**src/sv/mhpq_ram.sv**
```systemverilog
module mhpq_ram #(
    parameter int  WIDTH = 8,
    parameter int  DEPTH = 2,
    localparam int AW    = $clog2(DEPTH)
) (
    input  logic             i_clk,
    input  logic             i_we,
    input  logic [AW-1:0]    i_waddr,
    input  logic [WIDTH-1:0] i_wdata,
    input  logic             i_re,
    input  logic [AW-1:0]    i_raddr,
    output logic [WIDTH-1:0] o_rdata
);

    logic [WIDTH-1:0] r_mem [DEPTH];
    logic [WIDTH-1:0] r_rdata;

    always_ff @(posedge i_clk) begin
        if (i_we) begin
            r_mem[i_waddr] <= i_wdata;
        end
        if (i_re) begin
            r_rdata <= r_mem[i_raddr];
        end
    end

    assign o_rdata = r_rdata;

endmodule

```
**config.mk**
```make
export PLATFORM = sky130hd
export DESIGN_NAME = mhpq_ram
export DESIGN_NICKNAME = d
export VERILOG_FILES = /design/src/sv/mhpq_ram.sv
export SDC_FILE = /design/constraint.sdc
export NUM_CORES = 1
export LEC_CHECK = 0
export BUFFER_PORTS_ARGS = -buffer_cell sky130_fd_sc_hd__buf_4
export CAP_MARGIN = 20
export CORE_ASPECT_RATIO = 1.5
export CORE_MARGIN = 1.5
export CORE_UTILIZATION = 29
export CTS_CLUSTER_SIZE = 25
export DETAILED_ROUTE_END_ITERATION = 6
export GPL_ROUTABILITY_DRIVEN = 0
export SYNTH_ARGS = -nofsm -noshare
export SYNTH_HDL_FRONTEND = slang
export SYNTH_SLANG_ARGS = --single-unit
```
**constraint.sdc**
```tcl
create_clock -name i_clk -period 2.15 [get_ports i_clk]
set_clock_uncertainty 0.1 [all_clocks]
set_input_delay 0.215 -clock i_clk [delete_from_list [all_inputs] [get_ports i_clk]]
set_output_delay 0.215 -clock i_clk [all_outputs]
set_load 0.05 [all_outputs]
```
* Word-level counts from Yosys, hierarchy flattened
Memory sizes are Yosys's and may differ from the RTL's. A register that Yosys moved wholly into a read port is not among the register bits.
Cells that the tools add are included.
Widths: inputs -> output; s select.
** Storage, ports and cells
- Register bits after elaboration :: 0
- Bits in latches :: 0
- RAM bits :: 16
- Memory bits (read-only) :: 0
- Input port bits :: 13
- Output and inout bits :: 8
- Logic and storage cells :: 3
- Memories kept :: 1
** Operators by class
- Add/subtract/negate cells :: 0
- Multiply operators :: 0
- Div/mod/pow operators :: 0
- Order comparisons :: 0
- Equal/unequal tests :: 0
- Shift-type cells :: 0
- Muxes and demuxes :: 2
- Bitwise gates (word level) :: 0
- Reduce and logical (&&, ||, !) cells :: 0
** Memories
- r_mem :: words 2, width 8, rd ports 1, clocked after Yosys merged registers in 1, wr ports 1, line 15 : logic [WIDTH-1:0] r_mem [DEPTH];
** Operators by type and width (number)
- $mux 1 :: 2

* Longest topological paths before layout
Gate-level depths: netlist of the first run.
- Depth after elaboration :: 2
- Depth in mapped cells :: 2
- Depth with buffers taken out :: 1

* Worst setup path after synthesis of the first run
No wires, ideal clock.
- Path type :: input to register
- Start :: in i_we
- End :: mem r_mem[0][0] (enable)
- Setup time :: 373 ps
- Arrival :: 635 ps
- Data required time :: 1677 ps
- Path slack :: 1042 ps
- Cell stages on the path :: 1
- Buffers on the path :: 0
- Path through :: nor2b_1
** Between the ends
- Cells in the longest elaborated chain, start to end :: 2
** RTL lines
- start, declared :: line 7 : input logic i_we,
- $mux 1 :: line 19 : if (i_we) begin
- $mux 1 (implied by the code) :: line 20 : r_mem[i_waddr] <= i_wdata;
- end, declared :: line 15
Every way passes these cells.

* Worst setup path after layout of the first run
- Start :: reg r_rdata[1] (netlist: o_rdata[1]), read port of r_mem
- End :: out o_rdata[1]
** RTL lines
- start, declared :: line 16 : logic [WIDTH-1:0] r_rdata;
- end, declared :: line 12 : output logic [WIDTH-1:0] o_rdata
No word-level cell between the ends.

==> impl_results.md, run 1 <==
- Setup repair bufs after CTS: 0
- Mapped Nets: 48
- Crit path DAT: just over 0.8 ns
- Post-DRT Antenna Nets: 0
- RSZ-0062 raised after global routing: no
- Power Density: 831 nW/um^2
- Final core utilization: 0.379
- WL final: 1080 um
- Setup crit start kind: flip-flop
- Design area: about 1100 um^2
- GRT overflow: 0
- Ant diodes: 0
- CTS hold repair buffers: 0
- Largest net degree at the start of global routing: 13
- Chip Width: around 48 um
- Share of layout cells above drive strength 1: 0.544
- Post-Synthesis Cells: 35
- WP data required: 1.84 ns
- Critical path capture point type: output pin
- DR vias: about 370
- Root Buffer: clkbuf_8
- Die H: roughly 70 um
- Peak supply drop: 0.288 mV
- Total Routing Usage GR: 0.0769
- Mean Syn Cell Area: 24.7 um^2
- Post-synth top area share: 0.834
- DR WL/cell: 11.3 um
- H-tree depth: 1
- TritonCTS Buffers: 3
- CP delay by family, top: flip-flops
- Initial antenna violation count: 0
- Final #Nets: 72
- Minimum clock period: 1.13 ns
- Hold_sp: i_wdata[5]
- Max cap viols: 0
- Top cells by area, synth: edfxtp_1 (83%), mux2_4 (14%), buf_6 (1.3%)
- Hold Path Class: in2reg
- Worst r2r src: r_mem[0][4]
- Final Max Slew Viols: 0
- PortBufs: 20
- Worst slew pin tran: 0.670 ns
- Fin crit share: 0.525
- Worst-case reg-to-reg path depth: 1
- Post-route DRC: 0
- Cell Area, Synth: around 860 um^2
- Area Growth Syn to Fin: 26.5%
- Peak Freq: 886 MHz
- DRT iter0 DRCs: 4
- Synth unique cells: 5
- IO Pins: 21
- Outcome: completed
- R2R Path End: o_rdata[4]
- Worst-path cell chain: buf_4
- Hold path cells: 1
- Core Area: a little under 3000 um^2
- Critical path peak fanout: 1
- Register-to-register setup slack: 1.15 ns
- Pre-Repair DR Iteration Count: 2
- Leakage power: 0.417 nW
- Fin Setup TNS: 0 ns
- First-pass GRT wire length: 1690 um
- Rows: 24
- Number of global-route vias before repair: between 400 and 500
- CTS tree: done
- Fin. Hold Viols: 0
- Crit Path Category: reg2out
- Number of synthesized register bits: 24
- Final setup vio count: 0
- CP bufs+invs: 1
- Placed cell area: ~1100 um^2
- Clk slew on worst S/H paths: 0.07 ns
- Drt via density: ~4
- Max incr delay on CP: 0.37 ns
- Hold slack: 0.0455 ns
- Worst skew pair latency: 0.25 ns
- Min-Delay Endpoint: r_mem[0][5]
- Total clock sinks: 24
- PostCTS Resize Cnt: 0
- CP max-delay cell: edfxtp_1
- Sequential area share after synthesis: 0.834
- YS warnings: 0
- Clock Path Buffers: 2
- Post-synth top area cell: edfxtp_1
- Die Footprint: 3320 um^2
- Relative slew margins: 0.552
- Initial Util: 0.300
## area by class of cell
class | instances | area [um^2]
clock buffers | 3 | 41.3
flip-flops and latches | 24 | 721
repair buffers | 20 | 150
multi-input cells | 10 | 133
fillers | 293 | 1790
well taps | 39 | 48.8
## registers in the layout, summed over array words and instances (netlist names)
register  flops
r_mem        16
o_rdata       8
## kinds of logic (layout without fill, tap and decap cells)
logic type | count (synthesis) | after routing | share of synthesized area
buf+inv | 1 | 23 | 0.0130
simple gates | 2 | 2 | 0.0145
mux | 8 | 8 | 0.139
flops | 24 | 24 | 0.834
## stage by stage
step	std cells	setup slack [ns]	power, W
finish	96	1.02	0.000909
global route	96	0.975	0.000943
CTS	96	1.01	0.000922
detailed placement	93	0.799	0.000684
global placement	93	0.847	0.000680
floorplan	35	1.04	0.000641
## metal layers
layer,wire (um),track usage,up-vias,part of all wire
met3,73,0.0233,2,0.067
met2,662,0.143,15,0.61
li1,-,-,181,-
met4,27,0.0631,0,0.025
met5,0,0,-,0
met1,320,0.0517,175,0.30
## power by group
group | internal (W) | total (W) | switching (W)
logic | 0.0000481 | 0.000110 | 0.0000616
clock network | 0.000124 | 0.000238 | 0.000114
registers | 0.000553 | 0.000561 | 0.00000831
## cell usage in the layout (no fill, tap or decap)
| cell type | netlist | layout |
|---|---|---|
| edfxtp_1 | 24 | 24 |
| buf_4 | 0 | 20 |
| mux2_4 | 8 | 8 |
| clkbuf_8 | 0 | 3 |
| nor2b_1 | 1 | 1 |
| and2_1 | 1 | 1 |
## Yosys cell counts
cell type and number:
buf_6 1, mux2_4 8, and2_1 1, edfxtp_1 24, nor2b_1 1
## how the worst max path moves through the flow
stage	startpoint	endpoint	slack, ns	cells after the start
2_1_floorplan	i_we	r_mem[0][0]	1.04	1
6_report	o_rdata[1]	o_rdata[1]	1.02	1
5_1_grt	o_rdata[2]	o_rdata[2]	0.98	1
3_5_place_dp	i_waddr	r_mem[0][0]	0.80	2
4_1_cts	o_rdata[1]	o_rdata[1]	1.01	1
3_3_place_gp	i_waddr	r_mem[0][0]	0.85	2
Note: power is estimated with default switching activity, not from simulation.
==> inputs of run 2 (changes only) <==
clock period = 1.1 ns   (was 2.15 ns; I/O delays follow)
==> run 2 against run 1 <==
  * Die area unchanged
  * Highest routed layer unchanged
  * Flip-flop and latch count unchanged
  * Critical path depth unchanged
  * Clock power increased by 100%
  * Combinational power increased by 120%
  * Via count increased by 10%
==> impl_results.md, run 2 (same netlist as run 1, synthesis figures left out) <==
- Outcome: completed
- Initial antenna violation count: 0
- Most frequent cells in the layout: edfxtp_1 (24), buf_4 (21), mux2_4 (8), dlygate4sd3_1 (8), clkbuf_8 (3)
- PostCTS Resize Cnt: 0
- Root Buffer: clkbuf_8
- WL final: 1100 um
- First-pass GRT wire length: 1760 um
- Die Footprint: 3320 um^2
- Max cap viols: 0
- Critical path peak fanout: 1
- RSZ-0062 raised after global routing: no
- Largest net degree at the start of global routing: 14
- CP delay by family, top: flip-flops
- GRT overflow: 0
- Peak supply drop: 0.531 mV
- Hold slack: 0.0247 ns
- Peak Freq: 974 MHz
- Crit Path Category: reg2out
- Die H: 69.9 um
- Largest register FFs: 16
- Most flops, register: r_mem
- Crit path DAT: 0.82 ns
- Power Density: about 1500 nW/um^2
- CP max-delay cell: edfxtp_1
- CP bufs+invs: 1
- Core Area: 2880 um^2
- Worst slew pin tran: 0.327 ns
- Pre-Repair DR Iteration Count: 2
- CTS tree: done
- Fin worst setup slack: 0.0729 ns
- DP Worst Slack: around 0.10 ns
- WP data required: 0.89 ns
- Worst skew pair latency: 0.25 ns
- DR vias: 411
- Chip Width: 47.6 um
- Fin. Hold Viols: 0
- Clk slew on worst S/H paths: 0.07 ns
- Ant diodes: 0
- Area occupied by multi-input gates: 133 um^2
- Final Max Slew Viols: 0
- Leakage power: 0.457 nW
- Fin Setup TNS: 0 ns
- Minimum clock period: 1.03 ns
- Drt via density: slightly below 4
- Post-DRT Antenna Nets: 0
- Rows: 24
- Relative slew margins: 0.782
- Fin crit share: 0.934
- Post-route DRC: 0
- Critical path capture point type: output pin
- FF/Latch Area: between 700 and 800 um^2
- Final setup vio count: 0
- Area Growth Syn to Fin: 37.0%
- IO Pins: 21
- Max incr delay on CP: 0.36 ns
- PortBufs: 20
- Overall power: between 0.0015 and 0.002 W
- Setup crit start kind: flip-flop
- Number of global-route vias before repair: 414
- FILL cells: 287
- Total Routing Usage GR: 0.0795
- DRT iter0 DRCs: 7
- Total clock sinks: 24
- Hold Path Class: in2reg
- H-tree depth: 1
- Final #Nets: 81
- Worst-path cell chain: buf_4
- DR WL/cell: 10.4 um
- TritonCTS Buffers: 3
- Share of layout cells above drive strength 1: 0.478
- Commonest non-fill, non-tap cell in the layout: edfxtp_1
- Initial Util: 0.300
- Clock Path Buffers: 2
-- run 2: cell types whose count changed in the layout (fill, tap and decap cells not counted) --
cell	delta
dlygate4sd3_1	+8
buf_4	+1
clkinv_1	+1
-- run 2: final timing paths --
path,start,endpoint,slack [ns],cells after the start
worst min register to register,r_mem[0][7],o_rdata[7],0.45,1
worst max-delay path,o_rdata[4],o_rdata[4],0.07,1
worst min-delay path,i_re,o_rdata[7],0.02,1
worst max register to register,r_mem[0][5],o_rdata[5],0.10,1
-- run 2: per-layer routing --
metal	global-route usage	part of all wire
met2	0.140	0.59
met3	0.0233	0.083
met1	0.0641	0.30
met5	0	0
met4	0.0631	0.026
-- run 2: stage by stage --
| stage | instance area, um^2 | cells | util |
|---|---|---|---|
| CTS | 1180 | 106 | 0.411 |
| floorplan | 865 | 35 | - |
| global route | 1180 | 106 | 0.411 |
| finish | 1180 | 106 | 0.411 |
| global placement | 1060 | 94 | 0.368 |
| detailed placement | 1060 | 94 | 0.368 |
-- run 2: layout make-up --
class / instances / area share
tap: 39 / 0.0412
clock inverter: 1 / 0.00317
multi-input combinational: 10 / 0.112
clock buffer: 3 / 0.0348
timing repair buffer: 29 / 0.201
sequential: 24 / 0.608
-- run 2: timing repair --
| action | CTS | global route |
|---|---|---|
| buffers inserted | 0 | 0 |
| hold endpoints to repair | 16 | 0 |
| hold buffers | 8 | 0 |
-- run 2: power breakdown --
| group | total (W) | leakage [nW] | switching [W] | internal, W |
|---|---|---|---|---|
| Combinational | 0.000241 | 0.205 | 0.000126 | 0.000115 |
| Sequential | 0.00109 | 0.228 | 0.0000152 | 0.00108 |
| Clock | 0.000487 | 0.0231 | 0.000239 | 0.000249 |
| Total | 0.00182 | 0.457 | 0.000380 | 0.00144 |
