File: config.mk
export PLATFORM = sky130hd
export DESIGN_NAME = mhpq_ctrl_flat
export DESIGN_NICKNAME = d
export VERILOG_FILES = /design/src/sv/mhpq_pkg.sv /design/src/sv/mhpq_if.sv /design/src/sv/mhpq_ctrl.sv /design/src/flat_wrapper.sv
export SDC_FILE = /design/constraint.sdc
export NUM_CORES = 1
export LEC_CHECK = 0
export BUFFER_PORTS_ARGS = -buffer_cell sky130_fd_sc_hd__buf_4
export CORE_MARGIN = 3
export CORE_UTILIZATION = 35
export CTS_CLUSTER_DIAMETER = 30
export DETAILED_ROUTE_END_ITERATION = 7
export REMOVE_ABC_BUFFERS = 1
export SYNTH_ARGS = -nofsm -noshare
export SYNTH_HDL_FRONTEND = slang
export SYNTH_SLANG_ARGS = --single-unit
export TNS_END_PERCENT = 30
File: constraint.sdc
create_clock -name i_clk -period 11.6 [get_ports i_clk]
set_input_delay 0.58 -clock i_clk [delete_from_list [all_inputs] [get_ports i_clk]]
set_output_delay 0.58 -clock i_clk [all_outputs]
set_load 0.05 [all_outputs]
File: src/sv/mhpq_pkg.sv
package mhpq_pkg;

    localparam int CAPACITY  = 4096;
    localparam int KEY_BITS  = 32;
    localparam int IN_KEY_W  = 32;
    localparam int MIN_KEY_W = 32;
    localparam int COUNT_W   = 13;

    // node numbers are 1-based heap positions, 1..CAPACITY
    localparam int NODE_W = $clog2(CAPACITY + 1);
    localparam int LEVELS = NODE_W;
    localparam int CELLS  = LEVELS - 1;
    localparam int LVL_W  = $clog2(LEVELS);

    typedef logic [KEY_BITS-1:0]   t_key;
    typedef logic [2*KEY_BITS-1:0] t_pair;
    typedef logic [NODE_W-1:0]     t_node;
    typedef logic [LVL_W-1:0]      t_lvl;

    localparam t_node CAP_NODE = NODE_W'(CAPACITY);

    typedef enum logic [0:0] {
        MODE_INSERT  = 1'b0,
        MODE_EXTRACT = 1'b1
    } t_mode;

    typedef enum logic [0:0] {
        K_INS,
        K_SIFT
    } t_kind;

    typedef enum logic [1:0] {
        ST_IDLE,
        ST_FETCH,
        ST_FWAIT,
        ST_BUSY
    } t_state;

    // token handed from one level to the next
    typedef struct packed {
        logic  vld;
        t_kind kind;
        t_key  key;
        t_node node;
        t_lvl  sh;
    } t_tok;

    typedef struct packed {
        logic  vld;
        t_node node;
        t_lvl  lvl;
    } t_fetch;

    typedef struct packed {
        logic vld;
        t_key key;
    } t_up;

    typedef struct packed {
        logic  re;
        t_node raddr;
        logic  we;
        t_node waddr;
        t_pair wdata;
    } t_ram_req;

    function automatic t_key get_key(t_pair p, logic side);
        return side ? p[2*KEY_BITS-1:KEY_BITS] : p[KEY_BITS-1:0];
    endfunction

    function automatic t_pair put_key(t_pair p, logic side, t_key k);
        t_pair q;
        q = p;
        if (side) begin
            q[2*KEY_BITS-1:KEY_BITS] = k;
        end else begin
            q[KEY_BITS-1:0] = k;
        end
        return q;
    endfunction

    function automatic t_lvl msb_idx(t_node v);
        t_lvl idx;
        idx = '0;
        for (int i = 0; i < NODE_W; i++) begin
            if (v[i]) begin
                idx = LVL_W'(i);
            end
        end
        return idx;
    endfunction

    // sibling pairs stored at one level (at least two words)
    function automatic int lvl_pairs(int lvl);
        int base;
        int ent;
        int prs;
        base = 1 << lvl;
        ent  = CAPACITY + 1 - base;
        if (ent > base) begin
            ent = base;
        end
        prs = (ent + 1) >> 1;
        if (prs < 2) begin
            prs = 2;
        end
        return prs;
    endfunction

endpackage

File: src/sv/mhpq_if.sv
interface mhpq_in_if;
    logic                           valid;
    logic                           ready;
    logic                           mode;
    logic [mhpq_pkg::IN_KEY_W-1:0]  key;

    modport source (output valid, output mode, output key, input ready);
    modport sink   (input valid, input mode, input key, output ready);
endinterface

interface mhpq_out_if;
    logic                           valid;
    logic                           ready;
    logic [mhpq_pkg::MIN_KEY_W-1:0] min_key;
    logic                           was_empty;
    logic                           was_full;
    logic [mhpq_pkg::COUNT_W-1:0]   count_after;

    modport source (output valid, output min_key, output was_empty, output was_full,
                    output count_after, input ready);
    modport sink   (input valid, input min_key, input was_empty, input was_full,
                    input count_after, output ready);
endinterface

File: src/sv/mhpq_ctrl.sv
module mhpq_ctrl (
    input  logic              i_clk,
    input  logic              i_rst_n,
    mhpq_in_if.sink           i_req,
    mhpq_out_if.source        o_rsp,
    output mhpq_pkg::t_tok    o_tok,
    output mhpq_pkg::t_fetch  o_fetch,
    output mhpq_pkg::t_node   o_count,
    input  mhpq_pkg::t_up     i_up,
    input  mhpq_pkg::t_up     i_fetch,
    input  logic              i_done
);

    mhpq_pkg::t_state               r_state, n_state;
    mhpq_pkg::t_node                r_count, n_count;
    mhpq_pkg::t_tok                 r_tok,   n_tok;
    logic                           r_ovld,  n_ovld;
    mhpq_pkg::t_key                 r_root,  n_root;
    mhpq_pkg::t_node                r_last,  n_last;
    logic [mhpq_pkg::MIN_KEY_W-1:0] r_min,   n_min;
    logic                           r_empty, n_empty;
    logic                           r_full,  n_full;
    logic [mhpq_pkg::COUNT_W-1:0]   r_cnt,   n_cnt;

    logic            accept;
    mhpq_pkg::t_key  in_key;
    mhpq_pkg::t_node tgt;

    always_comb begin
        n_state = r_state;
        n_count = r_count;
        n_tok   = '0;
        n_ovld  = r_ovld;
        n_root  = r_root;
        n_last  = r_last;
        n_min   = r_min;
        n_empty = r_empty;
        n_full  = r_full;
        n_cnt   = r_cnt;

        i_req.ready = (r_state == mhpq_pkg::ST_IDLE) && (!r_ovld || o_rsp.ready);
        accept      = i_req.valid && i_req.ready;
        in_key      = mhpq_pkg::KEY_BITS'(i_req.key);
        tgt         = r_count + mhpq_pkg::NODE_W'(1);

        if (o_rsp.ready) begin
            n_ovld = 1'b0;
        end

        case (r_state)
            mhpq_pkg::ST_IDLE: begin
                if (accept) begin
                    n_ovld  = 1'b1;
                    n_min   = '0;
                    n_empty = 1'b0;
                    n_full  = 1'b0;
                    n_cnt   = mhpq_pkg::COUNT_W'(r_count);
                    if (i_req.mode == mhpq_pkg::MODE_INSERT) begin
                        if (r_count == mhpq_pkg::CAP_NODE) begin
                            n_full = 1'b1;
                        end else begin
                            n_count = tgt;
                            n_cnt   = mhpq_pkg::COUNT_W'(tgt);
                            if (r_count == '0) begin
                                n_root = in_key;
                            end else begin
                                n_tok.vld  = 1'b1;
                                n_tok.kind = mhpq_pkg::K_INS;
                                n_tok.node = tgt;
                                n_tok.sh   = mhpq_pkg::msb_idx(tgt) - mhpq_pkg::LVL_W'(1);
                                if (r_root > in_key) begin
                                    n_root    = in_key;
                                    n_tok.key = r_root;
                                end else begin
                                    n_tok.key = in_key;
                                end
                                n_state = mhpq_pkg::ST_BUSY;
                            end
                        end
                    end else begin
                        if (r_count == '0) begin
                            n_empty = 1'b1;
                        end else begin
                            n_min   = mhpq_pkg::MIN_KEY_W'(r_root);
                            n_count = r_count - mhpq_pkg::NODE_W'(1);
                            n_cnt   = mhpq_pkg::COUNT_W'(r_count - mhpq_pkg::NODE_W'(1));
                            if (r_count != mhpq_pkg::NODE_W'(1)) begin
                                n_last  = r_count;
                                n_state = mhpq_pkg::ST_FETCH;
                            end
                        end
                    end
                end
            end
            mhpq_pkg::ST_FETCH: begin
                n_state = mhpq_pkg::ST_FWAIT;
            end
            mhpq_pkg::ST_FWAIT: begin
                if (i_fetch.vld) begin
                    if (r_count == mhpq_pkg::NODE_W'(1)) begin
                        n_root  = i_fetch.key;
                        n_state = mhpq_pkg::ST_IDLE;
                    end else begin
                        n_tok.vld  = 1'b1;
                        n_tok.kind = mhpq_pkg::K_SIFT;
                        n_tok.key  = i_fetch.key;
                        n_tok.node = mhpq_pkg::NODE_W'(1);
                        n_tok.sh   = '0;
                        n_state    = mhpq_pkg::ST_BUSY;
                    end
                end
            end
            mhpq_pkg::ST_BUSY: begin
                if (i_up.vld) begin
                    n_root = i_up.key;
                end
                if (i_done) begin
                    n_state = mhpq_pkg::ST_IDLE;
                end
            end
            default: begin
                n_state = mhpq_pkg::ST_IDLE;
            end
        endcase
    end

    always_ff @(posedge i_clk) begin
        if (!i_rst_n) begin
            r_state <= mhpq_pkg::ST_IDLE;
            r_count <= '0;
            r_tok   <= '0;
            r_ovld  <= 1'b0;
        end else begin
            r_state <= n_state;
            r_count <= n_count;
            r_tok   <= n_tok;
            r_ovld  <= n_ovld;
        end
    end

    always_ff @(posedge i_clk) begin
        r_root  <= n_root;
        r_last  <= n_last;
        r_min   <= n_min;
        r_empty <= n_empty;
        r_full  <= n_full;
        r_cnt   <= n_cnt;
    end

    assign o_tok        = r_tok;
    assign o_count      = r_count;
    assign o_fetch.vld  = (r_state == mhpq_pkg::ST_FETCH);
    assign o_fetch.node = r_last;
    assign o_fetch.lvl  = mhpq_pkg::msb_idx(r_last);

    assign o_rsp.valid       = r_ovld;
    assign o_rsp.min_key     = r_min;
    assign o_rsp.was_empty   = r_empty;
    assign o_rsp.was_full    = r_full;
    assign o_rsp.count_after = r_cnt;

endmodule

File: src/flat_wrapper.sv
// flat-port wrapper written by rule: the top's interface ports become plain ports
module mhpq_ctrl_flat 
  (i_clk, i_rst_n, o_tok, o_fetch, o_count, i_up, i_fetch, i_done, i_req_valid, i_req_mode, i_req_key, i_req_ready, o_rsp_valid, o_rsp_min_key, o_rsp_was_empty, o_rsp_was_full, o_rsp_count_after, o_rsp_ready);
  mhpq_in_if i_req_i ();
  mhpq_out_if o_rsp_i ();
  input  logic i_clk;
  input  logic i_rst_n;
  output mhpq_pkg::t_tok o_tok;
  output mhpq_pkg::t_fetch o_fetch;
  output mhpq_pkg::t_node o_count;
  input  mhpq_pkg::t_up i_up;
  input  mhpq_pkg::t_up i_fetch;
  input  logic i_done;
  input wire logic [$bits(i_req_i.valid)-1:0] i_req_valid;
  input wire logic [$bits(i_req_i.mode)-1:0] i_req_mode;
  input wire logic [$bits(i_req_i.key)-1:0] i_req_key;
  output wire logic [$bits(i_req_i.ready)-1:0] i_req_ready;
  output wire logic [$bits(o_rsp_i.valid)-1:0] o_rsp_valid;
  output wire logic [$bits(o_rsp_i.min_key)-1:0] o_rsp_min_key;
  output wire logic [$bits(o_rsp_i.was_empty)-1:0] o_rsp_was_empty;
  output wire logic [$bits(o_rsp_i.was_full)-1:0] o_rsp_was_full;
  output wire logic [$bits(o_rsp_i.count_after)-1:0] o_rsp_count_after;
  input wire logic [$bits(o_rsp_i.ready)-1:0] o_rsp_ready;
  assign i_req_i.valid = i_req_valid;
  assign i_req_i.mode = i_req_mode;
  assign i_req_i.key = i_req_key;
  assign i_req_ready = i_req_i.ready;
  assign o_rsp_valid = o_rsp_i.valid;
  assign o_rsp_min_key = o_rsp_i.min_key;
  assign o_rsp_was_empty = o_rsp_i.was_empty;
  assign o_rsp_was_full = o_rsp_i.was_full;
  assign o_rsp_count_after = o_rsp_i.count_after;
  assign o_rsp_i.ready = o_rsp_ready;
  mhpq_ctrl u_core (.i_clk(i_clk), .i_rst_n(i_rst_n), .i_req(i_req_i), .o_rsp(o_rsp_i), .o_tok(o_tok), .o_fetch(o_fetch), .o_count(o_count), .i_up(i_up), .i_fetch(i_fetch), .i_done(i_done));
endmodule
Word-level counts from Yosys, hierarchy flattened --
Cells that the tools add are included.
Storage, ports and cells: register bits after elaboration 159, bits in latches 0, bits in writable memories 0, memory bits (read-only) 0, bits of input ports 104, output and inout bits 131, logic and storage cells 113, memories 0
Operators by class: add/sub/neg operators 3, multiply operators 0, div/mod/pow operators 0, $lt $le $gt $ge 1, equal/unequal tests 17, shift operators 0, multiplexer cells 64, bitwise gates (word level) 2, reductions and logical operators 12
Operator list (number):
- 2-to-1 mux 51 bit | 6
- 2-to-1 mux 32 bit | 9
- one-hot mux 51 bit (2 select lines) | 1
- one-hot mux 32 bit (3 select lines) | 1
- 2-to-1 mux 4 bit | 15
- 2-to-1 mux 13 bit | 3
- greater-than comparator 32 bit | 1
- 2-to-1 mux 2 bit | 13
- 2-to-1 mux 3 bit | 8
- adder 13 x 1 -> 13 bit, second input constant | 1
- equality test 13 x 1 -> 1 bit, second input constant | 1
- equality test 13 bit, second input constant | 1
- zero test 13 bit | 1
- inequality test 13 x 1 -> 1 bit, second input constant | 1
- subtractor 13 x 1 -> 13 bit, second input constant | 1
- inequality test 2 bit, second input constant | 6
- inequality test 3 bit, second input constant | 3
- one-hot mux 2 bit (4 select lines) | 1
- AND reduction 8 bit | 1
- 2-to-1 mux 1 bit | 7
- AND reduction 6 bit | 1
- AND reduction 5 bit | 1
- equality test 2 bit, second input constant | 2
- inequality test 2 x 1 -> 1 bit, second input constant | 2
- other kinds (10) | 12

Longest topological paths before layout --
depth in word-level cells 24, gate-level depth with buffers 13, depth with buffers taken out 11

Least setup slack after synthesis --
Ideal clock, no wire load.
path kind input to register, start point in i_req_key[11], end point reg u_core.r_root[0] (enable), setup time 421 ps, arrival time 3747 ps, required time 11179 ps, slack 7432 ps, cell stages on the path 11, path buffers 2, cell sequence inv_1 ha_1 nand4_1 or3_1 a21oi_2 o31ai_1 and2_1 buf_6 buf_6 o311a_1 nor2_1
On the way: word-level cells in the longest chain between the ends 3
RTL lines:
- from (decl) | RTL line flat_wrapper.sv:16 | input wire logic [$bits(i_req_i.key)-1:0] i_req_key;
- greater-than comparator 32 bit | RTL line mhpq_ctrl.sv:71 | if (r_root > in_key) begin
- inequality test 3 bit (no line)
- AND reduction 8 bit (no line)
- to (signal assigned) | RTL line mhpq_ctrl.sv:142 | r_root <= n_root;
- to (decl) | RTL line mhpq_ctrl.sv:18 | mhpq_pkg::t_key r_root, n_root;
No other way between the ends. A chain may end at the register's enable or synchronous reset.

Worst setup path after layout --
start point reg u_core.r_root[30], end point reg u_core.r_root[22] (enable)
On the way: word-level cells in the longest chain between the ends 3
RTL lines (RTL line):
- greater-than comparator 32 bit | mhpq_ctrl.sv:71
- inequality test 3 bit (no line)
- AND reduction 8 bit (no line)
No other way between the ends.

==> flow_summary.json <==
{
  "status": "finished, final reports clean",
  "netlist_area_mm2": 0.00900,
  "async_reset_ff_frac": 0,
  "vias": 7759,
  "drc_errors": 0,
  "worstPathRequired_ns": 11.64,
  "layout.nets": 1239,
  "dieArea_mm2": 0.0277,
  "first_iter_violations": 632,
  "ctsHoldBuffers": 0,
  "yosysSeqAreaShare": 0.456,
  "skew_ns": 0.0187,
  "port_buffers": 234,
  "grt_max_degree": 74,
  "arrival_ns": 3.84,
  "cap_viol_max_count": 0,
  "tightest_slew_ns": 1.18,
  "final.period_utilization": 0.328,
  "internal_power_w": 0.00180,
  "p_clk_frac": 0.182,
  "synth_cells": 907,
  "ys_warn_count": 0,
  "ios": 235,
  "slew_viol_final": 0,
  "worstSetupEndpointType": "flip-flop",
  "insertion_delay_ns": 0.43,
  "criticalPathCategory": "reg -> reg",
  "switching_share": 0.471,
  "report.final.setup_viol": 0,
  "viasPerCell": 5.38,
  "wl_per_cell_um": 19.4,
  "drive_gt1_frac": 0.295,
  "grt_usage": 0.196,
  "grt_pass1_wl_mm": 43.3,
  "grt_pass1_vias": 7583,
  "cts_tree": "done",
  "rsz0062_at_grt": "no",
  "antenna_left": 0,
  "relSlewSlack": 0.208,
  "fmax_mhz": 263,
  "ys_ff_latch": 159,
  "antenna_found_initial": 0,
  "vdd_ir_drop_max_mv": 0.145,
  "cts_made_buffers": 17,
  "hold_path.class": "in -> reg",
  "power_frac_comb": 0.527,
  "whs_ns": 0.373,
  "p_switching_w": 0.00160,
  "powerDensity_mw_per_mm2": 293,
  "yosys.cell_types.count": 64,
  "first_pass_iters": 5,
  "synth_flop_cell": "edfxtp_1",
  "path_max_fanout": 32,
  "synth.avg_cell_area_um2": 9.93,
  "synth_edf_count": 92,
  "period_minus_slack_ns": 3.80,
  "core_mm2": 0.0253,
  "tns_ns": 0,
  "cp-start-kind": "flip-flop",
  "power_leakage_nw": 5.11,
  "fp.dieH_um": 166,
  "power_frac_seq": 0.291,
  "post_cts_buffers": 0,
  "clk_pin_slew_worst_paths_ns": 0.08,
  "gr-total-overflow": 0,
  "cts.sink_count": 159,
  "cts_root_buffer": "clkbuf_16",
  "routed_wl_mm": 28.0,
  "hold_violations": 0,
  "num_rows": 58,
  "clockBufferDepth": 2,
  "start_util": 0.357,
  "fillers": 2458,
  "cts_resized": 0,
  "area_growth_pct": 28.8,
  "dp_hpwl_mm": 18.9,
  "dieWidth_um": 166,
  "utilization": 0.459,
  "htree_levels": 4,
  "place_congestion": 0.825,
  "diodes": 0
}
registers in the layout, indices dropped and copies added, names as in the netlist:
register,count
u_core.o_tok,51
u_core.o_rsp.was_empty,1
u_core.r_root,32
u_core.o_rsp.min_key,32
u_core.o_rsp.valid,1
u_core.r_last,13
u_core.o_rsp.count_after,13
u_core.o_rsp.was_full,1
u_core.r_state,2
u_core.o_count,13
worst max-delay path, stage by stage, from the launching register on:
cell      delay, ns
edfxtp_1       0.46
ha_1           0.35
nand4_1        0.21
nor4_1         0.69
o31ai_1        0.20
and2_2         0.25
o311a_1        0.36
nor2_4         0.87
worst paths after layout:
check,start,end,slack (ns),cells after the start
worst max-delay path,u_core.r_root[30]$_DFFE_PP_,u_core.r_root[22]$_DFFE_PP_,7.80,7
worst min-delay path,i_fetch[0],u_core.o_tok[17]$_SDFF_PN0_,0.37,3
worst max register to register,u_core.r_root[30]$_DFFE_PP_,u_core.r_root[22]$_DFFE_PP_,7.80,7
worst min register to register,u_core.o_rsp.valid$_SDFF_PN0_,u_core.o_rsp.valid$_SDFF_PN0_,0.56,2
power groups by stage:
| stage | registers [W] | clock network [W] | logic (W) |
|---|---|---|---|
| detailed placement | 0.000996 | 0 | 0.00180 |
| CTS | 0.000987 | 0.000629 | 0.00181 |
| global route | 0.00101 | 0.000652 | 0.00193 |
| finish | 0.000987 | 0.000619 | 0.00179 |
| floorplan | 0.00146 | 0 | 0.000775 |
| global placement | 0.000996 | 0 | 0.00178 |
cell type report:
type                    count  area (um2)  area share
flip-flops and latches    159        4110       0.354
well taps                 330         413      0.0356
inverters                  45         169      0.0146
repair buffers            242        1820       0.157
clock buffers              18         439      0.0379
clock inverters            14         196      0.0169
multi-input cells         633        4460       0.384
layout by cell type, fill, tap and decap left out, types with 4 or more instances in the layout:
master and count:
a21oi_1 73, a22o_1 33, a22oi_1 33, a31oi_1 7, and2_1 5, and3_1 37, buf_4 242, clkbuf_16 17
clkinv_4 4, dfxtp_1 65, edfxtp_1 92, ha_1 37, inv_1 43, inv_8 4, mux2_2 4, mux2_4 28
mux2i_1 35, nand2_1 66, nand2b_1 8, nand3_1 16, nand4_1 14, nor2_1 78, nor2b_1 5, nor3_1 11
nor4_4 5, o21ai_0 18, o21ai_1 30, o21bai_1 4, o22ai_1 4, xnor2_1 11, xor2_1 12
synth_stat cells, types with 14 or more instances:
library cell	number	area (um2)
nand4_1	14	87.6
inv_1	44	165
buf_2	17	85.1
o21ai_0	18	90.1
nand2_1	66	248
nand3_1	16	80.1
dfxtp_1	67	1340
edfxtp_1	92	2760
o21ai_1	30	150
clkbuf_1	43	161
mux2_4	28	420
nor2_1	79	297
a21oi_1	73	365
a22oi_1	33	248
mux2i_1	35	350
ha_1	37	463
and3_1	38	238
a22o_1	33	289
kinds of logic after synthesis:
group,share of synthesized area
xor gates and xnor gates,0.0224
DFF,0.456
buffers and inverters,0.0536
adders and majority gates,0.0514
and+or+nand+nor,0.153
AOI/OAI and AO/OA,0.170
muxes,0.0931
through the flow:
| stage | cells | power, W | cell area, um2 | setup WS (ns) |
|---|---|---|---|---|
| after floorplan | 837 | 0.00223 | 8690 | 6.96 |
| after global placement | 1409 | 0.00278 | 11000 | 7.81 |
| after detailed placement | 1409 | 0.00279 | 11000 | 7.63 |
| after CTS | 1441 | 0.00342 | 11600 | 7.84 |
| after global routing | 1441 | 0.00359 | 11600 | 7.66 |
| final | 1441 | 0.00340 | 11600 | 7.80 |
layer usage:
layer  GRT usage  vias to the layer above  wire length (um)
met5           0                        -                 0
met4      0.0488                        0               490
met3      0.0478                       38              2260
met2       0.322                      328             13100
met1       0.261                     3690             12100
li1            -                     3703                 -
No activity file was read; power rests on OpenSTA's default activity.
