**src/sv/mhpq_pkg.sv**
```systemverilog
package mhpq_pkg;

    localparam int CAPACITY  = 4096;
    localparam int KEY_BITS  = 32;
    localparam int IN_KEY_W  = 32;
    localparam int MIN_KEY_W = 32;
    localparam int COUNT_W   = 13;

    // node numbers are 1-based heap positions, 1..CAPACITY
    localparam int NODE_W = $clog2(CAPACITY + 1);
    localparam int LEVELS = NODE_W;
    localparam int CELLS  = LEVELS - 1;
    localparam int LVL_W  = $clog2(LEVELS);

    typedef logic [KEY_BITS-1:0]   t_key;
    typedef logic [2*KEY_BITS-1:0] t_pair;
    typedef logic [NODE_W-1:0]     t_node;
    typedef logic [LVL_W-1:0]      t_lvl;

    localparam t_node CAP_NODE = NODE_W'(CAPACITY);

    typedef enum logic [0:0] {
        MODE_INSERT  = 1'b0,
        MODE_EXTRACT = 1'b1
    } t_mode;

    typedef enum logic [0:0] {
        K_INS,
        K_SIFT
    } t_kind;

    typedef enum logic [1:0] {
        ST_IDLE,
        ST_FETCH,
        ST_FWAIT,
        ST_BUSY
    } t_state;

    // token handed from one level to the next
    typedef struct packed {
        logic  vld;
        t_kind kind;
        t_key  key;
        t_node node;
        t_lvl  sh;
    } t_tok;

    typedef struct packed {
        logic  vld;
        t_node node;
        t_lvl  lvl;
    } t_fetch;

    typedef struct packed {
        logic vld;
        t_key key;
    } t_up;

    typedef struct packed {
        logic  re;
        t_node raddr;
        logic  we;
        t_node waddr;
        t_pair wdata;
    } t_ram_req;

    function automatic t_key get_key(t_pair p, logic side);
        return side ? p[2*KEY_BITS-1:KEY_BITS] : p[KEY_BITS-1:0];
    endfunction

    function automatic t_pair put_key(t_pair p, logic side, t_key k);
        t_pair q;
        q = p;
        if (side) begin
            q[2*KEY_BITS-1:KEY_BITS] = k;
        end else begin
            q[KEY_BITS-1:0] = k;
        end
        return q;
    endfunction

    function automatic t_lvl msb_idx(t_node v);
        t_lvl idx;
        idx = '0;
        for (int i = 0; i < NODE_W; i++) begin
            if (v[i]) begin
                idx = LVL_W'(i);
            end
        end
        return idx;
    endfunction

    // sibling pairs stored at one level (at least two words)
    function automatic int lvl_pairs(int lvl);
        int base;
        int ent;
        int prs;
        base = 1 << lvl;
        ent  = CAPACITY + 1 - base;
        if (ent > base) begin
            ent = base;
        end
        prs = (ent + 1) >> 1;
        if (prs < 2) begin
            prs = 2;
        end
        return prs;
    endfunction

endpackage

```
**src/sv/mhpq_cell.sv**
```systemverilog
module mhpq_cell (
    input  logic               i_clk,
    input  logic               i_rst_n,
    input  mhpq_pkg::t_tok     i_tok,
    output mhpq_pkg::t_tok     o_tok,
    input  mhpq_pkg::t_fetch   i_fetch,
    output mhpq_pkg::t_up      o_fetch,
    input  mhpq_pkg::t_up      i_up,
    output mhpq_pkg::t_up      o_up,
    input  mhpq_pkg::t_node    i_count,
    output logic               o_done,
    output mhpq_pkg::t_ram_req o_ram,
    input  mhpq_pkg::t_pair    i_rdata
);

    // control
    logic            r_act,   n_act;
    logic            r_fetch, n_fetch;
    mhpq_pkg::t_tok  r_tok,   n_tok;
    mhpq_pkg::t_up   r_up,    n_up;
    mhpq_pkg::t_up   r_frsp,  n_frsp;
    logic            r_done,  n_done;
    // payload
    mhpq_pkg::t_kind r_kind,  n_kind;
    mhpq_pkg::t_key  r_key,   n_key;
    mhpq_pkg::t_node r_tgt,   n_tgt;
    mhpq_pkg::t_node r_node,  n_node;
    mhpq_pkg::t_lvl  r_sh,    n_sh;
    logic            r_side,  n_side;
    mhpq_pkg::t_pair r_pair,  n_pair;
    mhpq_pkg::t_node r_addr,  n_addr;

    mhpq_pkg::t_node            node_here;
    mhpq_pkg::t_node            child;
    mhpq_pkg::t_key             cur;
    mhpq_pkg::t_key             lkey;
    mhpq_pkg::t_key             rkey;
    mhpq_pkg::t_key             best;
    logic                       moved;
    logic                       side_c;
    logic [mhpq_pkg::NODE_W:0]  cnt_x;

    always_comb begin
        n_act   = 1'b0;
        n_fetch = r_fetch;
        n_tok   = '0;
        n_up    = '0;
        n_frsp  = '0;
        n_done  = 1'b0;
        n_kind  = r_kind;
        n_key   = r_key;
        n_tgt   = r_tgt;
        n_node  = r_node;
        n_sh    = r_sh;
        n_side  = r_side;
        n_pair  = r_pair;
        n_addr  = r_addr;
        o_ram   = '0;

        node_here = i_tok.node >> i_tok.sh;
        cur       = mhpq_pkg::get_key(i_rdata, r_side);
        lkey      = mhpq_pkg::get_key(i_rdata, 1'b0);
        rkey      = mhpq_pkg::get_key(i_rdata, 1'b1);
        cnt_x     = {1'b0, i_count};
        best      = r_key;
        moved     = 1'b0;
        side_c    = 1'b0;
        child     = '0;

        // read launch
        if (i_fetch.vld) begin
            o_ram.re    = 1'b1;
            o_ram.raddr = i_fetch.node >> 1;
            n_act       = 1'b1;
            n_fetch     = 1'b1;
            n_side      = i_fetch.node[0];
            n_addr      = i_fetch.node >> 1;
        end else if (i_tok.vld) begin
            o_ram.re = 1'b1;
            n_act    = 1'b1;
            n_fetch  = 1'b0;
            n_kind   = i_tok.kind;
            n_key    = i_tok.key;
            n_tgt    = i_tok.node;
            n_sh     = i_tok.sh;
            if (i_tok.kind == mhpq_pkg::K_INS) begin
                o_ram.raddr = node_here >> 1;
                n_addr      = node_here >> 1;
                n_node      = node_here;
                n_side      = node_here[0];
            end else begin
                o_ram.raddr = i_tok.node;
                n_addr      = i_tok.node;
                n_node      = i_tok.node;
            end
        end

        // read data back
        if (r_act) begin
            if (r_fetch) begin
                n_frsp.vld = 1'b1;
                n_frsp.key = cur;
            end else if (r_kind == mhpq_pkg::K_INS) begin
                if (r_sh == '0) begin
                    o_ram.we    = 1'b1;
                    o_ram.waddr = r_addr;
                    o_ram.wdata = mhpq_pkg::put_key(i_rdata, r_side, r_key);
                    n_done      = 1'b1;
                end else begin
                    n_tok.vld  = 1'b1;
                    n_tok.kind = mhpq_pkg::K_INS;
                    n_tok.node = r_tgt;
                    n_tok.sh   = r_sh - mhpq_pkg::LVL_W'(1);
                    if (cur > r_key) begin
                        o_ram.we    = 1'b1;
                        o_ram.waddr = r_addr;
                        o_ram.wdata = mhpq_pkg::put_key(i_rdata, r_side, r_key);
                        n_tok.key   = cur;
                    end else begin
                        n_tok.key   = r_key;
                    end
                end
            end else begin
                // sift-down: left child always present here
                if (lkey < best) begin
                    best   = lkey;
                    moved  = 1'b1;
                    side_c = 1'b0;
                end
                if (({r_node, 1'b1} <= cnt_x) && (rkey < best)) begin
                    best   = rkey;
                    moved  = 1'b1;
                    side_c = 1'b1;
                end
                child    = {r_node[mhpq_pkg::NODE_W-2:0], side_c};
                n_up.vld = 1'b1;
                n_up.key = best;
                if (!moved) begin
                    n_done = 1'b1;
                end else if ({child, 1'b0} <= cnt_x) begin
                    n_tok.vld  = 1'b1;
                    n_tok.kind = mhpq_pkg::K_SIFT;
                    n_tok.key  = r_key;
                    n_tok.node = child;
                    n_tok.sh   = '0;
                    n_side     = side_c;
                    n_pair     = i_rdata;
                end else begin
                    o_ram.we    = 1'b1;
                    o_ram.waddr = r_addr;
                    o_ram.wdata = mhpq_pkg::put_key(i_rdata, side_c, r_key);
                    n_done      = 1'b1;
                end
            end
        end

        // child level hands a key back into the held slot
        if (i_up.vld) begin
            o_ram.we    = 1'b1;
            o_ram.waddr = r_addr;
            o_ram.wdata = mhpq_pkg::put_key(r_pair, r_side, i_up.key);
        end
    end

    always_ff @(posedge i_clk) begin
        if (!i_rst_n) begin
            r_act  <= 1'b0;
            r_tok  <= '0;
            r_up   <= '0;
            r_frsp <= '0;
            r_done <= 1'b0;
        end else begin
            r_act  <= n_act;
            r_tok  <= n_tok;
            r_up   <= n_up;
            r_frsp <= n_frsp;
            r_done <= n_done;
        end
    end

    always_ff @(posedge i_clk) begin
        r_fetch <= n_fetch;
        r_kind  <= n_kind;
        r_key   <= n_key;
        r_tgt   <= n_tgt;
        r_node  <= n_node;
        r_sh    <= n_sh;
        r_side  <= n_side;
        r_pair  <= n_pair;
        r_addr  <= n_addr;
    end

    assign o_tok   = r_tok;
    assign o_up    = r_up;
    assign o_fetch = r_frsp;
    assign o_done  = r_done;

endmodule

```
**config.mk**
```make
export PLATFORM = sky130hd
export DESIGN_NAME = mhpq_cell
export DESIGN_NICKNAME = d
export VERILOG_FILES = /design/src/sv/mhpq_pkg.sv /design/src/sv/mhpq_cell.sv
export SDC_FILE = /design/constraint.sdc
export NUM_CORES = 1
export LEC_CHECK = 0
export ABC_AREA = 1
export BUFFER_PORTS_ARGS = -buffer_cell sky130_fd_sc_hd__buf_2
export CORE_ASPECT_RATIO = 1.2
export CORE_MARGIN = 2
export CORE_UTILIZATION = 50
export DETAILED_ROUTE_END_ITERATION = 6
export PLACE_DENSITY = 0.78
export SETUP_SLACK_MARGIN = 0.15
export SYNTH_ARGS = -nofsm -noshare
export SYNTH_HDL_FRONTEND = slang
export SYNTH_SLANG_ARGS = --single-unit
```
**constraint.sdc**
```tcl
create_clock -name i_clk -period 10.1 [get_ports i_clk]
set_input_delay 2.525 -clock i_clk [delete_from_list [all_inputs] [get_ports i_clk]]
set_output_delay 2.525 -clock i_clk [all_outputs]
set_load 0.005 [all_outputs]
```
* After elaboration in Yosys (flattened, before gate mapping)
Cells that the tools add are included.
Operators by class: add/subtract/negate cells 1, multipliers 0, divide/modulo/power cells 0, magnitude comparators 5, equal/unequal tests 0, shift operators 1, multiplexer cells 56, bitwise logic cells 5, reduce and logical (&&, ||, !) cells 9
Operators by type and width (count):
- $mux W78 | 8
- $mux W32 | 13
- $mux W51 | 4
- $mux W33 | 2
- $lt A32 B32 Y1 | 2
- $gt A32 B32 Y1 | 1
- $le A14 B13 Y1 | 2
- $mux W14 | 2
- $mux W13 | 2
- $mux W12 | 2
- $mux W1 | 23
- $shr A13 B4 Y13 | 1
- $not A1 Y1 | 5
- $reduce_and A5 Y1 | 1
- $logic_not A4 Y1 | 1
- $reduce_and A2 Y1 | 2
- $reduce_or A4 Y1 | 1
- $sub A4 B1 Y4 const B | 1
- $reduce_and A3 Y1 | 1
- $reduce_or A3 Y1 | 1
- $reduce_bool A2 Y1 | 1
- $logic_and A1 B1 Y1 | 1
Storage, ports and cells: register bits 261, bits in latches 0, memory bits (writable) 0, ROM bits 0, input port bits 181, output and inout port bits 210, word-level logic and storage cells 98, memories 0

* Logic depth before layout (Yosys ltp)
Gate-level depths: netlist of run 1.
word-level depth 18, gate-level depth with buffers 42

* Worst setup path before layout of run 1
Ideal clock, no wire load.
path type input -> register, start point input i_rdata[31], end point register r_pair[0] (enable), library setup time 0.487 ns, arrival 9.113 ns, slack 0.499 ns, stages 31, cell sequence ha_1 nand2_1 nor2_1 nand4_1 a21oi_1 nor2_1 nand2_2 clkbuf_1 clkbuf_1 o21ai_0 ha_1 nand2_1 nor2_1 nand4_1 o221ai_1 a221oi_1 nand2_1 inv_1 nand2_4 buf_6 inv_1 ha_1 nand2_1 a31o_2 a21oi_1 a211o_1 a21oi_1 a31oi_1 nor2_1 nand2_1 nor2_1
On the way: word-level cells in the longest chain between the ends 13
RTL lines:
- start: declaration | line mhpq_cell.sv:13 | input mhpq_pkg::t_pair i_rdata
- $lt A32 B32 Y1 | line mhpq_cell.sv:125 | if (lkey < best) begin
- $mux W32 | line mhpq_cell.sv:125
- $mux W32 | line mhpq_cell.sv:103 | end else if (r_kind == mhpq_pkg::K_INS) begin
- $mux W32 | line mhpq_cell.sv:100 | if (r_fetch) begin
- $mux W32 | line mhpq_cell.sv:99 | if (r_act) begin
- $lt A32 B32 Y1 | line mhpq_cell.sv:130 | if (({r_node, 1'b1} <= cnt_x) && (rkey < best)) begin
- $logic_and A1 B1 Y1 | line mhpq_cell.sv:130
- $mux W1 | line mhpq_cell.sv:130
- $mux W1 | line mhpq_cell.sv:103
- $mux W1 | line mhpq_cell.sv:100
- $mux W1 | line mhpq_cell.sv:99
- $le A14 B13 Y1 | line mhpq_cell.sv:140 | end else if ({child, 1'b0} <= cnt_x) begin
- $reduce_and A5 Y1 (no line) *
- end signal: assignment | line mhpq_cell.sv:189 | r_pair <= n_pair;
- end: declaration | line mhpq_cell.sv:30 | mhpq_pkg::t_pair r_pair, n_pair;
Every way passes the cells marked *; elsewhere a longest branch is shown, timed or not. The select of a mux whose other input is x is not followed. A chain may end at the register's enable or synchronous reset.

==> results of run 1 <==
-- timing repair --
| action | in CTS | in global routing |
|---|---|---|
| setup endpoints to repair | 78 | 78 |
| resized for setup | 81 | 193 |
| setup buffers | 9 | 6 |
| hold buffers | 0 | 0 |
| gates cloned | 3 | 7 |
| pin swaps | 30 | 53 |
-- cells in the mapped netlist, types with 16 or more instances --
library cell	n
nor3_1	58
a21oi_1	212
o21ai_0	272
clkbuf_1	98
dfxtp_1	122
inv_1	213
ha_1	119
nand3_1	211
nand2_1	462
o211ai_1	45
a21oi_2	16
edfxtp_1	139
nor2_1	113
-- cell usage in the layout (no fill, tap or decap), drive strengths merged, types with 8 or more instances in the layout --
cell type	netlist	routed
buf	47	502
nand2	469	470
o21ai	272	272
a21oi	228	228
inv	214	219
nand3	211	211
edfxtp	139	139
dfxtp	122	122
ha	119	119
nor2	114	114
nor3	58	58
o211ai	45	45
clkbuf	98	42
a211oi	10	10
nand4	9	9
clkinv	0	8
-- power by group through the flow --
stage / sequential, mW / clock, mW / combinational [mW]
detailed placement: 1.21 / 0 / 0.738
floorplan: 1.20 / 0 / 0.446
global route: 1.19 / 1.20 / 0.979
finish: 1.19 / 1.15 / 0.902
CTS: 1.19 / 1.15 / 0.787
global placement: 1.21 / 0 / 0.717
-- logic make-up after synthesis --
family	count (synthesis)
compound gates	573
xor+xnor	1
fa+ha+maj	119
buf+inv	359
flops	261
mux	4
simple gates	876
-- metrics by stage --
stage | setup TNS [ns] | instances | util, % | instance area (sq um)
after floorplan | 0 | 2193 | - | 16480
after global placement | -29.81 | 2939 | 58.94 | 19060
after detailed placement | -38.36 | 2939 | 58.94 | 19060
after CTS | 0 | 3005 | 63.55 | 20550
after global routing | -1.507 | 3023 | 67.13 | 21710
final | 0 | 3025 | 67.15 | 21720
-- flip-flops by register name, summed over array words and instances, names as in the netlist --
register  count
o_done        1
r_side        1
r_sh          4
r_addr       13
r_tgt        13
r_fetch       1
r_node       13
r_key        32
o_up         33
o_tok        51
o_fetch      33
r_act         1
r_kind        1
r_pair       64
-- metal layers --
layer	GRT usage, %	vias to the layer above	share of wire (%)
met5	0	-	0.16
met4	20.02	10	6.8
met3	8.480	340	11
met2	58.31	1300	47
met1	37.92	8284	35
li1	-	8302	-
-- how the worst max path moves through the flow --
stage	from	end	slack, ns	cells past startpoint
2_1_floorplan	i_rdata[31]	r_pair[0]	0.50	31
3_3_place_gp	i_rdata[21]	o_ram[31]	-0.45	33
3_5_place_dp	i_rdata[21]	o_ram[31]	-0.57	34
4_1_cts	i_rdata[28]	o_ram[58]	0.14	34
5_1_grt	i_rdata[31]	o_ram[65]	-0.08	38
6_report	i_rdata[30]	o_ram[65]	0.04	38
-- layout make-up --
class | instances | area [sq um] | share of cell area [%]
Tap cell | 407 | 509.2 | 2.345
Clock buffer | 36 | 813.3 | 3.745
Antenna cell | 7 | 17.52 | 0.08066
Inverter | 214 | 808.3 | 3.722
Multi-Input combinational cell | 1574 | 9499 | 43.74
Timing Repair Buffer | 508 | 3233 | 14.89
Sequential cell | 261 | 6620 | 30.49
Clock inverter | 18 | 215.2 | 0.9910
-- critical path, delay by kind of cell --
family,cells,cell delay (ns)
AO/OA/AOI/OAI,10,1.56
buffers and inverters,11,1.44
AND/OR/NAND/NOR,14,1.23
adder cells (fa/ha/maj),3,0.69
==> results.md, run 1 <==
- Adder-Cell Fraction of Synth Area: around 9%
- Critical path arrival: between 7 and 8 ns
- Die Ht: approximately 200 um
- Skew final: approximately 0.022 ns
- Worst EP required: 7.58 ns
- Die ar.: about 34000 sq um
- Starting Density: approximately 50%
- Grt total ovfl: 0
- Setup violators final: 0
- Synth area leaders: edfxtp_1 25%, dfxtp_1 15%, nand2_1 11%
- Drt wl/cell: around 21 um
- Final hold violations: 0
- Post-Syn Nets: ~2500
- Max VDD drop: between 0.1 and 0.15 mV
- Maxcap violations: 0
- Period utilization: 99.58%
- Slowest cell on the critical path: ha_1
- R2R cell count: 37
- Worst Slack Setup Final: approximately 0.043 ns
- Compound-cell area share of the yosys netlist: a little under a fifth
- RSZ-0062 raised after global routing: true
- Largest area contributor in the netlist: edfxtp_1
- Routed vias: approximately 18000
- Pint: ~2.2 mW
- Achievable Freq: 99.43 MHz
- Detailed-route wire length: around 63000 um
- Reg2Reg Setup Slack: around 3.4 ns
- Clock network fraction of total power: roughly 35%
- HPWL Detailed: around 41000 um
- Worst Max-Slew Pin Slew: 1.266 ns
- Combinational share of power: 27.8%
- Nets: between 2000 and 3000
- Clock buffer depth: 3
- Hold EP: o_tok[8]
- Max-slew violations: 0
- Gate Count Post-Synth: around 2200
- EDFF count, synth: 139
- Static Leakage: between 10 and 15 nW
- Clk Latency, worst-skew pair: between 0.5 and 0.6 ns
- Design Power: 3.241 mW
- Post-Synth Simple-Gate Area: ~23%
- H-tree lvl count: 1
- Largest family of logic cells by synthesized area: simple AND/OR/NAND/NOR gates
- Final min period: 10.06 ns
- Sequential share of power: between 30% and 40%
- Die width: 169.7 um
- HP Class: reg -> reg
- Slew margin rel.: between 15 and 20%
- RR Startpoint: r_key[27]
- Largest net degree at the start of global routing: between 100 and 150
- Crit path launch type: primary input
- Critical path endpoint category: output port
- Total GRT Usage: between 30% and 40%
- Post-synth ARST share: 0%
- Slowest stage delay, CP: between 0.2 and 0.3 ns
- DR iter-0 viols: between 2000 and 2500
- XOR/XNOR share of the synthesized area: less than 1%
- Cell Pwr Density: 149.3 nW/um^2
- Sw Pwr: approximately 1.1 mW
- Initial antenna violation count: 12
- Multiplexer share of the synthesized area: less than 1%
- Share of post-route cells with drive strength above 1: between 20 and 30%
- Vias in the first global route: between 15000 and 20000
- Root Driver: clkbuf_16
- Crit Path Max Fanout: 7
- Mapped cell area: 16480 sq um
- DRT Pass-1 Iters: 7
- Most used flip-flop cell after synthesis: edfxtp_1
- Status: complete, no violations
- Yosys reg bits: 261
- DR DRC count: 0
- Switching portion of total power: between 30% and 40%
- Register area share after synthesis: about two fifths
- Fill cells: roughly 2600
- Distinct cells, synth: 43
- Final Wtd Congestion: between 0.9 and 1
- Global-route wire length before repair: 91400 um
- Synth-to-Final Area Change: 31.80%
- Cts bufs inserted: 29
- Reg2reg end: r_pair[12]
- Synth Area per Inst: 7.513 sq um
- DR vias/cell: ~6.0
- CTS tree: done
- HP Start: r_tgt[4]
- CP Class: in -> out
- Clk slew on worst S/H paths: ~0.06 ns
- Core area: about 32000 sq um
- Boundary Pins: about 390
- Placement Rows: between 70 and 80
- Routed Antenna Nets: 0
- Hold path depth: 2
- Clock Sink Count: about 260
- Share of the synthesized area in the top cell type: approximately 25%
- PortBufs: 386
- Dpl ws: -0.5748 ns
- Hold slack: roughly 0.43 ns
- Synth warnings: 0
No activity file was read; power rests on OpenSTA's default activity.
==> inputs of run 2 (changes only) <==
--- a/config.mk
+++ b/config.mk
@@ -11,6 +11,7 @@
 export CORE_MARGIN = 2
 export CORE_UTILIZATION = 50
 export DETAILED_ROUTE_END_ITERATION = 6
+export GPL_TIMING_DRIVEN = 0
 export PLACE_DENSITY = 0.78
 export SETUP_SLACK_MARGIN = 0.15
 export SYNTH_ARGS = -nofsm -noshare
==> run 2 against run 1 <==
The run now ends with setup timing left. Combinational power up 13%. Maximum frequency down 4.4%. Clock skew rose by 0.0076 ns. Sequential power barely moved. Design area increased by 1.4%. Sequential share of layout area is 0.44 points lower. Largest power group unchanged.
==> results.md, run 2 (same netlist as run 1, synthesis figures left out) <==
- Status: complete, but fails checks
- Violated checks: setup timing
- R2R cell count: 37
- Worst EP required: between 7 and 8 ns
- Slowest stage delay, CP: 0.48 ns
- Worst Slack Setup Final: -0.4252 ns
- H-tree lvl count: 1
- Top reg by flops: r_pair
- GRT busiest layer: met2
- Clock Sink Count: between 200 and 300
- Total GRT Usage: ~43%
- Reg2Reg Setup Slack: about 3 ns
- Max reg flops: 64
- Clk Latency, worst-skew pair: around 0.61 ns
- Max-slew violations: 0
- Final hold violations: 0
- Crit-path leading delay family: simple AND/OR/NAND/NOR gates
- Routed Antenna Nets: 0
- Setup violators final: slightly below 80
- Slew margin rel.: about a third
- Hold slack: between 0.4 and 0.5 ns
- Crit path depth: 38
- DR iter-0 viols: 2593
- Bufs and invs on worst path: 11
- Achievable Freq: between 90 and 100 MHz
- Fill cells: 2710
- Hold buffers post-CTS: 0
- Setup crit end: o_ram[58]
- Static Leakage: a little over 10 nW
- Synth-to-Final Area Change: 33.65%
- RR Startpoint: r_key[27]
- Commonest cells after routing, fill and taps aside: 418 x nand2_1, 363 x buf_2, 252 x o21ai_0, 209 x inv_1, 191 x a21oi_1
- Worst Max-Slew Pin Slew: 0.9867 ns
- DR vias/cell: 6.169
- Leading cell type in the layout, fill and taps excluded: nand2_1
- Met2 usage: 69.65%
- RSZ-0062 raised after global routing: true
- Cell Pwr Density: approximately 150 nW/um^2
- Critical path arrival: roughly 8 ns
- Largest net degree at the start of global routing: 30
- Routed vias: around 19000
- Die width: 169.7 um
- Final Wtd Congestion: slightly above 1
- Crit path launch type: primary input
- Nets: a little under 3000
- Drt wl/cell: around 25 um
- Slowest cell on the critical path: nor4_4
- Core area: 32340 sq um
- HPWL Detailed: between 50000 and 60000 um
- Clock buffer depth: 3
- Clk slew on worst S/H paths: 0.07 ns
- Crit Path Max Fanout: 5
- HP Start: r_tgt[10]
- Initial antenna violation count: 4
- Detailed-route wire length: 78630 um
- Placement Rows: 72
- Max VDD drop: between 0.1 and 0.15 mV
- Starting Density: roughly half
- Reg2reg end: r_pair[10]
- Critical path endpoint category: output port
- Grt total ovfl: 0
- Boundary Pins: 391
- Final min period: 10.53 ns
- Die ar.: about 34000 sq um
- Root Driver: clkbuf_16
- DRT Pass-1 Iters: 6
- Met3 Usage GRT: around 13%
- Global-route wire length before repair: between 100000 and 150000 um
- PortBufs: between 300 and 400
- CTS tree: done
- HP Class: reg -> reg
- Most common cell on crit path: buf_6
- Period utilization: 104.2%
- Cell area after layout: 22020 sq um
- Met1 Use GR: between 40% and 50%
- Maxcap violations: 0
- Vias in the first global route: 18320
- Share of post-route cells with drive strength above 1: a little over a quarter
- Skew final: 0.02934 ns
- DR DRC count: 0
- CP Class: in -> out
- Die Ht: a little over 200 um
- Worst Setup SP: i_rdata[25]
- Cts bufs inserted: 29
- Area after DPL: ~19000 sq um
-- run 2: cell count changes in the layout (fill, tap and decap cells not counted), sizes merged, moves of 2 or more --
cell and change:
clkinv -2, buf -19, inv -3, clkbuf +97
clkinvlp +3, diode -6
-- run 2: worst min-delay path by stage --
stage / endpoint / slack [ns] / cells after the start
after floorplan: o_tok[0] / 0.41 / 1
after global placement: o_tok[8] / 0.42 / 2
after detailed placement: o_tok[14] / 0.43 / 2
after CTS: o_tok[14] / 0.45 / 2
after global routing: o_tok[13] / 0.47 / 2
final: o_tok[14] / 0.45 / 2
-- run 2: power by group --
part / switching (mW) / internal, mW
sequential: 0.0273 / 1.16
clock: 0.476 / 0.644
combinational: 0.664 / 0.354
-- run 2: layout make-up --
cell class	count	area, sq um	area share [%]
Antenna cell	1	2.502	0.01136
Buffer	145	889.6	4.040
Clock buffer	39	814.5	3.699
Clock inverter	15	170.2	0.7728
Inverter	214	807.0	3.665
Multi-Input combinational cell	1573	9469	43.00
Sequential cell	261	6616	30.05
Tap cell	407	509.2	2.313
Timing Repair Buffer	438	2741	12.45
-- run 2: timing repair --
item / 4_1_cts / 5_1_grt
cloned: 5 / 4
pin swaps: 23 / 53
setup buffers: 19 / 21
endpoints found under the setup margin: 78 / 78
resized for setup: 144 / 199
-- run 2: metrics by stage --
stage	power [mW]	setup TNS [ns]	setup slack (ns)	utilization, %	std cells
floorplan	1.647	0	0.4995	-	2193
global route	3.416	-28.59	-0.4434	68.08	3092
detailed placement	1.999	-192.29	-2.587	58.77	2989
finish	3.325	-27.10	-0.4252	68.09	3093
global placement	1.985	-438.49	-4.069	58.48	2985
CTS	3.177	-12.57	-0.2375	64.64	3067
-- run 2: layer usage --
layer / vias up / wire length [um]
li1: 8438 / -
met1: 8720 / 27100
met2: 1505 / 35760
met3: 413 / 9407
met4: 4 / 6336
met5: - / 26
-- run 2: worst register-to-register path, delay by kind of cell (launching register included) --
kind,cells,cell delay [ns]
buf+inv,11,2.08
simple gates,14,2.24
compound gates,9,1.15
fa+ha+maj,3,0.78
flops,1,0.51
